<file path="config.mk">
export PLATFORM = sky130hd
export DESIGN_NAME = prpg_mod
export DESIGN_NICKNAME = d
export VERILOG_FILES = /design/src/sv/prpg_pkg.sv /design/src/sv/prpg_mod.sv
export SDC_FILE = /design/constraint.sdc
export NUM_CORES = 1
export LEC_CHECK = 0
export BUFFER_PORTS_ARGS = -buffer_cell sky130_fd_sc_hd__buf_4
export CAP_MARGIN = 20
export CELL_PAD_IN_SITES_DETAIL_PLACEMENT = 1
export CELL_PAD_IN_SITES_GLOBAL_PLACEMENT = 1
export CORE_MARGIN = 8
export CORE_UTILIZATION = 35
export CTS_BUF_LIST = sky130_fd_sc_hd__clkbuf_8
export CTS_CLUSTER_DIAMETER = 60
export CTS_CLUSTER_SIZE = 30
export DETAILED_ROUTE_END_ITERATION = 10
export PLACE_DENSITY_LB_ADDON = 0.12
export SYNTH_ARGS = -nofsm -noshare
export SYNTH_HDL_FRONTEND = slang
export SYNTH_SLANG_ARGS = --single-unit
</file>
<file path="constraint.sdc">
create_clock -name aclk -period 2.95 [get_ports aclk]
set_clock_uncertainty 0.05 [all_clocks]
set_input_delay 0.4425 -clock aclk [delete_from_list [all_inputs] [get_ports aclk]]
set_output_delay 0.4425 -clock aclk [all_outputs]
set_load 0.01 [all_outputs]
</file>
<file path="src/sv/prpg_pkg.sv">
// Shared types and constants of the partial random permutation generator.
`timescale 1ns / 1ps

package prpg_pkg;

    localparam int TABLE_DEPTH = 1024;
    localparam int IDX_W       = $clog2(TABLE_DEPTH);
    localparam int VAL_W       = 10;
    localparam int LEN_W       = 11;
    localparam int RND_W       = 16;
    localparam int CFG_IDX_W   = 2;
    localparam int CFG_DATA_W  = 11;

    // Operation codes of an input item
    localparam logic [1:0] OP_BEGIN   = 2'd0;
    localparam logic [1:0] OP_SHUFFLE = 2'd1;
    localparam logic [1:0] OP_READ    = 2'd2;

    // Configuration register indexes
    localparam logic [CFG_IDX_W-1:0] REG_PERM_LENGTH    = 2'd0;
    localparam logic [CFG_IDX_W-1:0] REG_PARTIAL_COUNT  = 2'd1;
    localparam logic [CFG_IDX_W-1:0] REG_PARTIAL_ENABLE = 2'd2;

    typedef struct packed {
        logic [1:0]       operation;
        logic [RND_W-1:0] random_value;
        logic [9:0]       read_index;
    } in_item_t;

    typedef struct packed {
        logic [VAL_W-1:0] entry_value;
        logic             shuffle_done;
    } out_item_t;

endpackage

</file>
<file path="src/sv/prpg_mod.sv">
// Bit-serial restoring remainder unit: random word modulo table length.
`timescale 1ns / 1ps

module prpg_mod (
    input  logic                       aclk,
    input  logic                       aresetn,
    input  logic                       start,
    input  logic [prpg_pkg::RND_W-1:0] dividend,
    input  logic [prpg_pkg::LEN_W-1:0] divisor,
    output logic                       done,
    output logic [prpg_pkg::VAL_W-1:0] remainder
);

    localparam int CNT_W = $clog2(prpg_pkg::RND_W + 1);

    logic [prpg_pkg::VAL_W-1:0] rem_reg, rem_next;
    logic [prpg_pkg::RND_W-1:0] dv_reg;
    logic [prpg_pkg::LEN_W-1:0] dsr_reg;
    logic [CNT_W-1:0]           cnt_reg;
    logic                       busy_reg, done_reg;
    logic [prpg_pkg::LEN_W-1:0] trial;

    // Shift in one dividend bit and subtract when it fits
    always_comb begin
        trial = {rem_reg, dv_reg[prpg_pkg::RND_W-1]};
        if (trial >= dsr_reg) begin
            rem_next = prpg_pkg::VAL_W'(trial - dsr_reg);
        end else begin
            rem_next = prpg_pkg::VAL_W'(trial);
        end
    end

    always_ff @(posedge aclk) begin
        if (!aresetn) begin
            busy_reg <= 1'b0;
            done_reg <= 1'b0;
            cnt_reg  <= '0;
        end else begin
            done_reg <= 1'b0;
            if (start) begin
                busy_reg <= 1'b1;
                cnt_reg  <= CNT_W'(prpg_pkg::RND_W);
                rem_reg  <= '0;
                dv_reg   <= dividend;
                dsr_reg  <= divisor;
            end else if (busy_reg) begin
                rem_reg <= rem_next;
                dv_reg  <= {dv_reg[prpg_pkg::RND_W-2:0], 1'b0};
                cnt_reg <= cnt_reg - 1'b1;
                if (cnt_reg == CNT_W'(1)) begin
                    busy_reg <= 1'b0;
                    done_reg <= 1'b1;
                end
            end
        end
    end

    assign done      = done_reg;
    assign remainder = rem_reg;

endmodule

</file>
==> impl_results.md <==
* Crit path cell chain: ha_1 -> a21oi_1 -> o21ai_1 -> nor2_1 -> o21ai_2 -> mux2i_1 -> nor2_1
* Fin Setup TNS at 0 ps
* DR vias/cell at 4.92
* Async S/R FF share, synth at 0%
* Die Height at 96.0 µm
* Drt first pass iters at 4
* Max reg flops at 16
* Synth Area in Compound Gates at 9.39%
* Critical path's largest stage delay at 650 ps
* Layout cells sized above 1 at 25.6%
* Post-route ant nets at 0
* Row cnt at 29
* Min Hold Slack at 270 ps
* Layout area overhead at 21.8%
* CTS Buffer Depth at 2
* Fin crit share at 87.5%
* Synth Cell Area at 0.00224 mm²
* Total number of vias at 1457
* Post-Synth Adder-Cell Area at 8.16%
* Post-synth EDFFs at 37
* I/O pins at 41
* Worst slew margin at 47.7%
* Avg Synthesized Cell Area at 12.9 µm²
* HPWL Detailed at 3.62 mm
* Cells after synthesis at 173
* Final Hold Viols at 0
* Slew @ Worst Pin at 784 ps
* Post-CTS sizing at 0
* ANT cells at 0
* Outcome: completed
* Main combinational cell family by area after synthesis: multiplexers
* Final min period at 2580 ps
* GP Congestion at 0.792
* Setup CP Type: flip-flop to flip-flop
* Hold-fix buffers, CTS at 0
* CTS tree: built
* Layout Cell Area excl Fill at 0.00273 mm²
* Most common cell after layout, fill and taps aside: buf_4
* Worst EP arrival at 2570 ps
* Peak supply drop at 0.215 mV
* Critical Path Fanout Max at 12
* Synth Area in Simple Gates at 7.54%
* Register area share after synthesis at 55.9%
* RSZ-0062 raised after global routing: false
* Max Slew Vio Count at 0
* Global-route wire length before repair at 7.86 mm
* Multiplexer area fraction after synthesis at 10.7%
* Placed Instance Area at 0.00262 mm²
* Yosys Warn Count at 0
* I/O Buffers at 40
* Hold Crit Class: input port to flip-flop
* Pwr/cell area at 559 mW/mm²
* Post-synth top flop: edfxtp_1
* Crit path required time at 2940 ps
* Drt drc at 0
* Die Footprint at 0.00922 mm²
* Clock latency on the worst-skew pair at 290 ps
* Total CTS buffers at 5
* F_max at 0.387 GHz
* Routed WL at 4.76 mm
* Total Power at 1.52 mW
* Worst setup EP type: flip-flop
* Max-cap violation count at 0
* Largest net degree at the start of global routing at 32
* Vias in the first global route at 1627
* Leakage at 1.11 nW
* H-tree level count at 2
* Most used cell, CP: nor2_1
* Core area at 0.00628 mm²
* Initial DRC Count at 49
* Final setup violation count at 0
* CP Launch Type: flip-flop
* Congestion Overflow GR at 0
* Slowest cell on the critical path: o21ai_2
* Nets at 262
* CTS root buffer: clkbuf_8
* Wirelength per Cell at 16.1 µm
* Postcts setup bufs at 0
* Number of synthesized register bits at 44
* Initial antenna violation count at 0
* Clk sinks at 44
* Initial Util at 35.7%
* Cell variety after synth at 39
* Syn nets at 217
* GRT Total Usage at 11.1%
* Commonest cells after routing, fill and taps aside: 42 x buf_4, 37 x edfxtp_1, 17 x inv_1
* Post-synthesis xor/xnor area fraction at 4.30%
* Clock transition at the registers of the reported paths at 80 ps
* Die Wd at 96.0 µm
[area by class of cell]
class	count	area, µm²
timing repair buffer	42	315
fill	680	3550
clock inverter	3	38.8
multi-input combinational	109	897
clock buffer	5	68.8
sequential	44	1250
inverter	16	60.1
tap	77	96.3
[per-stage QoR]
stage	instances	worst slack [ps]	util [%]
after floorplan	173	744	-
after global placement	288	416	41.7
after detailed placement	288	339	41.7
after CTS	296	330	43.5
after global routing	296	108	43.5
final	296	369	43.5
[final timing paths]
kind,from,end,slack (ps),depth (start not counted)
setup / recovery,remainder[3]$_SDFFCE_PP0P_,remainder[1]$_SDFFCE_PP0P_,370,7
hold / removal,divisor[3],dsr_reg[3]$_DFFE_PP_,270,1
setup reg to reg,remainder[3]$_SDFFCE_PP0P_,remainder[1]$_SDFFCE_PP0P_,370,7
hold reg to reg,dv_reg[3]$_DFFE_PP_,dv_reg[4]$_DFFE_PP_,480,1
[synth_stat cells (3+ instances only)]
library cell | number | area (µm²)
edfxtp_1 | 37 | 1110
a21oi_1 | 9 | 45.0
ha_1 | 13 | 163
mux2_1 | 15 | 169
mux2i_1 | 7 | 70.1
nor2_1 | 12 | 45.0
nand2_1 | 6 | 22.5
nand4_1 | 3 | 18.8
o211ai_1 | 3 | 22.5
dfxtp_1 | 7 | 140
xor2_1 | 4 | 35.0
xnor2_1 | 7 | 61.3
inv_1 | 16 | 60.1
[worst max-delay path, delay by kind of cell (launching register included)]
family          cells  cell delay [ps]
simple gates        2              180
fa+ha+maj           1              410
mux                 1              280
compound gates      3              980
flops               1              430
[metal layers]
layer,global-route usage [%],vias up,wire [µm]
met1,12.4,712,1940
met3,3.82,2,259
met2,19.6,25,2540
met4,3.07,0,18
li1,-,718,-
met5,0,-,0
[kinds of logic (layout without fill, tap and decap cells)]
logic type               count (synthesis)  in the layout
AND/OR/NAND/NOR                         33             33
buffers and inverters                   20             66
adder cells (fa/ha/maj)                 14             14
AO/OA/AOI/OAI                           29             29
flip-flops                              44             44
multiplexers                            22             22
XOR/XNOR                                11             11
[where the power goes]
| group | switching [mW] | leakage, nW | internal (mW) | total [mW] |
|---|---|---|---|---|
| combinational | 0.164 | 0.644 | 0.151 | 0.315 |
| sequential | 0.0238 | 0.411 | 0.729 | 0.753 |
| clock | 0.208 | 0.0593 | 0.248 | 0.456 |
| total | 0.395 | 1.11 | 1.13 | 1.52 |
Power figures use the tool's default switching activity.
